[config.mk]
export PLATFORM = sky130hd
export DESIGN_NAME = mvlc_front
export DESIGN_NICKNAME = d
export VERILOG_FILES = /design/src/rtl/mvlc_pkg.sv /design/src/rtl/mvlc_front.sv
export VERILOG_INCLUDE_DIRS = /design/src /design/src/rtl
export SDC_FILE = /design/constraint.sdc
export NUM_CORES = 1
export LEC_CHECK = 0
export ABC_AREA = 1
export CORE_MARGIN = 2
export CORE_UTILIZATION = 50
export DETAILED_ROUTE_END_ITERATION = 7
export DONT_BUFFER_PORTS = 1
export GPL_ROUTABILITY_DRIVEN = 0
export GPL_TIMING_DRIVEN = 0
export PLACE_DENSITY = 0.68
export SYNTH_ARGS = -nofsm -noshare
export SYNTH_HDL_FRONTEND = slang
export SYNTH_SLANG_ARGS = --single-unit
[constraint.sdc]
create_clock -name clk -period 4.1 [get_ports clk]
set_input_delay 0.82 -clock clk [delete_from_list [all_inputs] [get_ports clk]]
set_output_delay 0.82 -clock clk [all_outputs]
set_load 0.02 [all_outputs]
[src/rtl/multilevel_vlc_table_decode_defines.svh]
// Assertion macros shared by the decoder RTL
`ifndef MULTILEVEL_VLC_TABLE_DECODE_DEFINES_SVH
`define MULTILEVEL_VLC_TABLE_DECODE_DEFINES_SVH

`ifndef SYNTHESIS
// property holds on every edge outside reset
`define MVLC_ASSERT(lbl, clk, rst, prop, msg) \
  lbl: assert property (@(posedge clk) disable iff (rst) prop) else $error(msg);
// condition never occurs outside reset
`define MVLC_ASSERT_NEVER(lbl, clk, rst, cond, msg) \
  lbl: assert property (@(posedge clk) disable iff (rst) !(cond)) else $error(msg);
`else
`define MVLC_ASSERT(lbl, clk, rst, prop, msg)
`define MVLC_ASSERT_NEVER(lbl, clk, rst, cond, msg)
`endif

`endif

[src/rtl/mvlc_pkg.sv]
package mvlc_pkg;

  // table geometry
  localparam int TABLE_ENTRIES = 4096;
  localparam int ADDR_W        = $clog2(TABLE_ENTRIES);
  localparam int SYM_W         = 16;
  localparam int LEN_W         = 7;
  localparam int ENTRY_W       = SYM_W + LEN_W;

  // stream window
  localparam int WIN_W   = 32;
  localparam int PEEK_W  = 2 * WIN_W;
  localparam int SHIFT_W = $clog2(WIN_W);
  localparam int NB_W    = LEN_W;            // holds 0..64 link widths

  // level walk
  localparam int LEVEL_LIMIT = 4;
  localparam int LVL_W       = 3;
  localparam int ROOT_W      = 4;
  localparam int POS_W       = 8;            // root + three 64-bit links fit
  localparam int TOT_W       = POS_W + 1;
  localparam int IDX_W       = SYM_W + 2;    // signed base + peeked bits
  localparam int USED_W      = 6;
  localparam int USED_CAP    = 32;

  // command queue
  localparam int QUEUE_DEPTH = 2;            // power of two, pointers wrap
  localparam int QPTR_W      = $clog2(QUEUE_DEPTH);
  localparam int QCNT_W      = $clog2(QUEUE_DEPTH + 1);

  // configuration register indexes
  localparam int CFG_IDX_W = 1;
  localparam logic [CFG_IDX_W-1:0] CFG_ROOT_BITS  = 1'b0;
  localparam logic [CFG_IDX_W-1:0] CFG_MAX_LEVELS = 1'b1;
  localparam int CFG_DATA_W = 4;

  typedef enum logic {
    CMD_WRITE,
    CMD_DECODE
  } cmd_kind_t;

  typedef struct packed {
    cmd_kind_t                kind;
    logic [ADDR_W-1:0]        index;
    logic signed [SYM_W-1:0]  sym;
    logic signed [LEN_W-1:0]  len;
    logic [WIN_W-1:0]         window;
  } cmd_t;

  typedef struct packed {
    logic [ROOT_W-1:0] root_bits;
    logic [LVL_W-1:0]  max_levels;
  } cfg_t;

  typedef enum logic [1:0] {
    BK_IDLE,
    BK_ADDR,
    BK_READ
  } back_state_t;

endpackage

[src/rtl/mvlc_front.sv]
`include "multilevel_vlc_table_decode_defines.svh"

module mvlc_front import mvlc_pkg::*; (
  input  logic                    clk,
  input  logic                    rst,
  input  logic                    start,
  output logic                    busy,
  input  logic                    mode,
  input  logic [ADDR_W-1:0]       entry_index,
  input  logic signed [SYM_W-1:0] entry_symbol,
  input  logic signed [LEN_W-1:0] entry_length,
  input  logic [WIN_W-1:0]        window_bits,
  output logic                    q_valid,
  output cmd_t                    q_head,
  input  logic                    pop
);

  cmd_t              q_mem [QUEUE_DEPTH];
  logic [QPTR_W-1:0] wr_ptr;
  logic [QPTR_W-1:0] rd_ptr;
  logic [QCNT_W-1:0] count;
  logic              push;
  cmd_t              cmd_in;

  // classify the incoming command
  always_comb begin
    cmd_in.kind   = mode ? CMD_DECODE : CMD_WRITE;
    cmd_in.index  = entry_index;
    cmd_in.sym    = entry_symbol;
    cmd_in.len    = entry_length;
    cmd_in.window = window_bits;
  end

  assign busy    = (count == QCNT_W'(QUEUE_DEPTH));
  assign push    = start && !busy;
  assign q_valid = (count != '0);
  assign q_head  = q_mem[rd_ptr];

  // queue storage
  always_ff @(posedge clk) begin
    if (push) begin
      q_mem[wr_ptr] <= cmd_in;
    end
  end

  // queue pointers and fill level
  always_ff @(posedge clk) begin
    if (rst) begin
      wr_ptr <= '0;
      rd_ptr <= '0;
      count  <= '0;
    end else begin
      if (push) begin
        wr_ptr <= wr_ptr + 1'b1;
      end
      if (pop) begin
        rd_ptr <= rd_ptr + 1'b1;
      end
      case ({push, pop})
        2'b10:   count <= count + 1'b1;
        2'b01:   count <= count - 1'b1;
        default: count <= count;
      endcase
    end
  end

  `MVLC_ASSERT_NEVER(a_count_bound, clk, rst, count > QCNT_W'(QUEUE_DEPTH), "queue overfilled")
  `MVLC_ASSERT(a_push_fills, clk, rst, !$past(rst) && $past(push) && !$past(pop) |-> count == $past(count) + 1'b1, "transfer lost in queue")

endmodule

# Yosys cells after proc, flatten, opt, wreduce, memory -nomap -nowiden
# Memory sizes are Yosys's and may differ from the RTL's. A register that Yosys moved wholly into a read port is not among the register bits.
# Index checks and enable logic that the tools add are counted.
# classes
multipliers	0
n_addsub	4
order_cmp	0
n_eq_ne	3
reduce_logical	4
div_mod_pow	0
n_bitwise	0
mux	6
shifts	0
# op_table
op	n
$mux W1	5
$eq A2 B2 Y1 const B	2
$pmux W2 S2	1
$reduce_bool A2 Y1	2
$add A1 B1 Y1 const B	2
$add A2 B1 Y2 const B	1
$eq A2 B1 Y1 const B	1
$sub A2 B1 Y2 const B	1
$logic_and A1 B1 Y1	1
$logic_not A1 Y1	1
# word_totals
ram_bits	136
wordCells	21
romBits	0
in_bits	72
ff_bits	4
latch_bits	0
output_inout_bits	70
mem_count	1
# memory_table
memory	depth	word_bits	read_ports	rd_clocked_by_memory_dff	wr	line_no	rtl
q_mem	2	68	1	1	1	mvlc_front.sv:18	cmd_t q_mem [QUEUE_DEPTH];

# Logic depth before layout (Yosys ltp)
# logic_depth
depth_word	5
depth_mapped	10
mapped_depth_nobuf	10

# Least setup slack after synthesis
# Ideal clock, no wire load.
# synth_path
kind	input-to-reg
from	input port start
to	memory q_mem[0][0] (netlist name) (enable)
arrival_ps	3912
path_buffers	0
path_slack_ps	-306
setup_ps	494
stages	4
required_time_ps	3606
cell_sequence	inv_1 -> nor2_1 -> inv_1 -> nor2_1
# synth_via
elab_chain_cells	3
# synth_rtl
item	line_no	rtl
start, declared	mvlc_front.sv:6	input logic start,
$logic_and A1 B1 Y1	mvlc_front.sv:35	assign push = start && !busy;
$mux W1	mvlc_front.sv:41	if (push) begin
$mux W1 (implied by the code)	mvlc_front.sv:42	q_mem[wr_ptr] <= cmd_in;
end, declared	mvlc_front.sv:18	
# No other way between the ends.

==> metrics.cfg <==
[timing]
tightest_slew_ns=0.893
fmax_mhz=405
maxSlewViolCount=0
slew_headroom_pct=40.4
hold_viol_final=0
min_period_over_period_pct=60.2
setup_viol=0
hold_ws_ns=0.377
rsz0062_at_grt=no
tns_ns=0
finalCriticalPeriod_ns=2.47
skew_ns=0.00466

[worst_setup_path]
crit_type=reg2out
crit_fanout=10
max_stage_delay_ns=0.35
r2r_setup_slack_ns=2.00
required_ns=3.28
critical_path.endpoint_type=output pin
r2r-start=count[1]
reg2regPathDepth=7
path_cells=buf_6 > buf_6 > buf_8 > mux2_4
slowest_stage=mux2_4
r2r_end=q_mem[0][32]
cpMostUsedCell=buf_6
arrival_ns=1.65
worstSetupStartpointType=flip-flop

[place]
postPlaceCellArea_um2=5450
portBuffers=0
dpl.hpwl_um=5340

[synth]
synth_seq_area_share_pct=80.0
synth_top_area_share_pct=78.0
avgSynthCellArea_um2=21.1
ys_types=15
netlist_area_um2=5230
ys.warnings.count=0
synth_seq_cells=141
synth_area_leader_cell=edfxtp_1
netlist_top_cells_area=edfxtp_1 (78%), mux2_2 (10%), mux2_4 (5.7%), dfxtp_1 (1.9%), nor2_1 (0.79%)
syn_inst=248
synth_nets=321

[power]
switching_power_mw=0.806
combPwrFrac_pct=10.3
p_seq_share_pct=46.5
clkPwrFrac_pct=43.2
p_int_mw=2.92
p_per_area_nw_per_um2=611
ir_drop_uv=350
p_sw_share_pct=21.6
power.leakage_nw=2.10

[floorplanning]
core_area_um2=10200
row_count=37
initial_core_util_pct=51.1
die-area_um2=11300
chipWidth_um=106
ioPinCount=142
die_h_um=106

[drt]
via_per_inst=5.20
drt_first_pass_iters=5
routed_wl_um=8230
drc=0
ant_nets=0
via_count=2172
drtIter0Drc=93
wl_per_cell_um=19.7

[hold_path]
min_path_cells=1
hp-start=rst
hp-class=in2reg
whs_endpoint=rd_ptr

[clock_tree]
post_cts_resized=0
cts_tree=built
htree_levels=4
postCtsSetupRepairBufs=0
clk_pin_slew_worst_paths_ns=0.05
clk_latency_ns=0.51
hold_buffers=0
cts_max_path_buffers=2
cts-root-buf=clkbuf_8
cts.sinks=141
numCtsBuffers=17

[global_route]
grt_max_degree=69
antenna_found_initial=0
first_global_vias=2409
grtUsageTotal_pct=15.5
grt_overflow=0
grt_pass1_wl_um=12500

[cells_and_area]
drive_gt1_share_pct=38.7
final_cell_mix=edfxtp_1 (136), mux2_2 (48), mux2_4 (20), clkbuf_16 (16), nor2_1 (10)
syn2layout_area_growth_pct=16.4
nets=342
layout_commonest_cell=edfxtp_1
fin_area_um2=6090
num_antenna_cells=0

[flow_run]
max_cap_viol_count=0

[status]
status=completed

[routing by layer]
layer | routed length [um] | GRT usage, %
met1 | 2840 | 15.6
met5 | 0 | 0
met4 | 175 | 7.42
met3 | 980 | 9.50
met2 | 4230 | 25.4
[how the worst max path moves through the flow]
| stage | startpoint | to |
|---|---|---|
| 4_1_cts | flip-flop | q_head[47] |
| 5_1_grt | flip-flop | q_head[46] |
| 3_3_place_gp | start | q_mem[0][50] |
| 3_5_place_dp | start | q_mem[0][39] |
| 6_report | flip-flop | q_head[47] |
| 2_1_floorplan | start | q_mem[0][0] |
[cell type report]
class | count | area, um2
sequential | 141 | 4180
multi-input combinational | 91 | 953
clock inverter | 11 | 190
inverter | 8 | 32.5
buffer | 8 | 72.6
timing repair buffer | 2 | 40.0
fill | 750 | 4140
clock buffer | 21 | 449
tap | 136 | 170
[sequential cells by signal, indices dropped and copies added, names as in the netlist, named ones only]
name    cells
wr_ptr      1
rd_ptr      1
q_mem     136
count       2
[worst max-delay path: cells and delay by family, from the launching register on]
family / cells / cell delay [ns]
flip-flops: 1 / 0.32
buffers and inverters: 3 / 0.46
multiplexers: 1 / 0.35
[power by group through the flow]
stage          Clock [mW]  Combinational (mW)  Sequential (mW)
5_1_grt              1.71               0.409             1.74
4_1_cts              1.64               0.393             1.73
6_report             1.61               0.384             1.73
3_5_place_dp            0               0.392             1.76
2_1_floorplan           0               0.324             1.76
3_3_place_gp            0               0.375             1.77
[synth_stat cells (all sizes together)]
master	instances
a21oi	1
inv	8
ha	1
edfxtp	136
nand2	7
xnor2	1
buf	8
nor2	11
nand4	1
mux2	68
dfxtp	5
o21ai	1
[metrics by stage]
step / util [%] / worst slack [ns] / cells / total power, mW
final: 59.5 / 1.63 / 418 / 3.72
after global routing: 59.5 / 1.54 / 418 / 3.87
after CTS: 59.5 / 1.58 / 418 / 3.77
after detailed placement: 53.3 / 1.64 / 386 / 2.16
after global placement: 52.8 / -0.198 / 384 / 2.14
after floorplan: - / 0.837 / 248 / 2.08
[cell families (layout without fill, tap and decap cells)]
group                    Yosys count  count (layout)  synth area share, %
buffers and inverters             16              50                 1.96
multiplexers                      68              68                 16.1
XOR/XNOR                           1               1                0.167
flip-flops                       141             141                 80.0
AND/OR/NAND/NOR                   19              19                 1.41
AO/OA/AOI/OAI                      2               2                0.191
adder cells (fa/ha/maj)            1               1                0.239
Note: power is estimated with default switching activity, not from simulation.
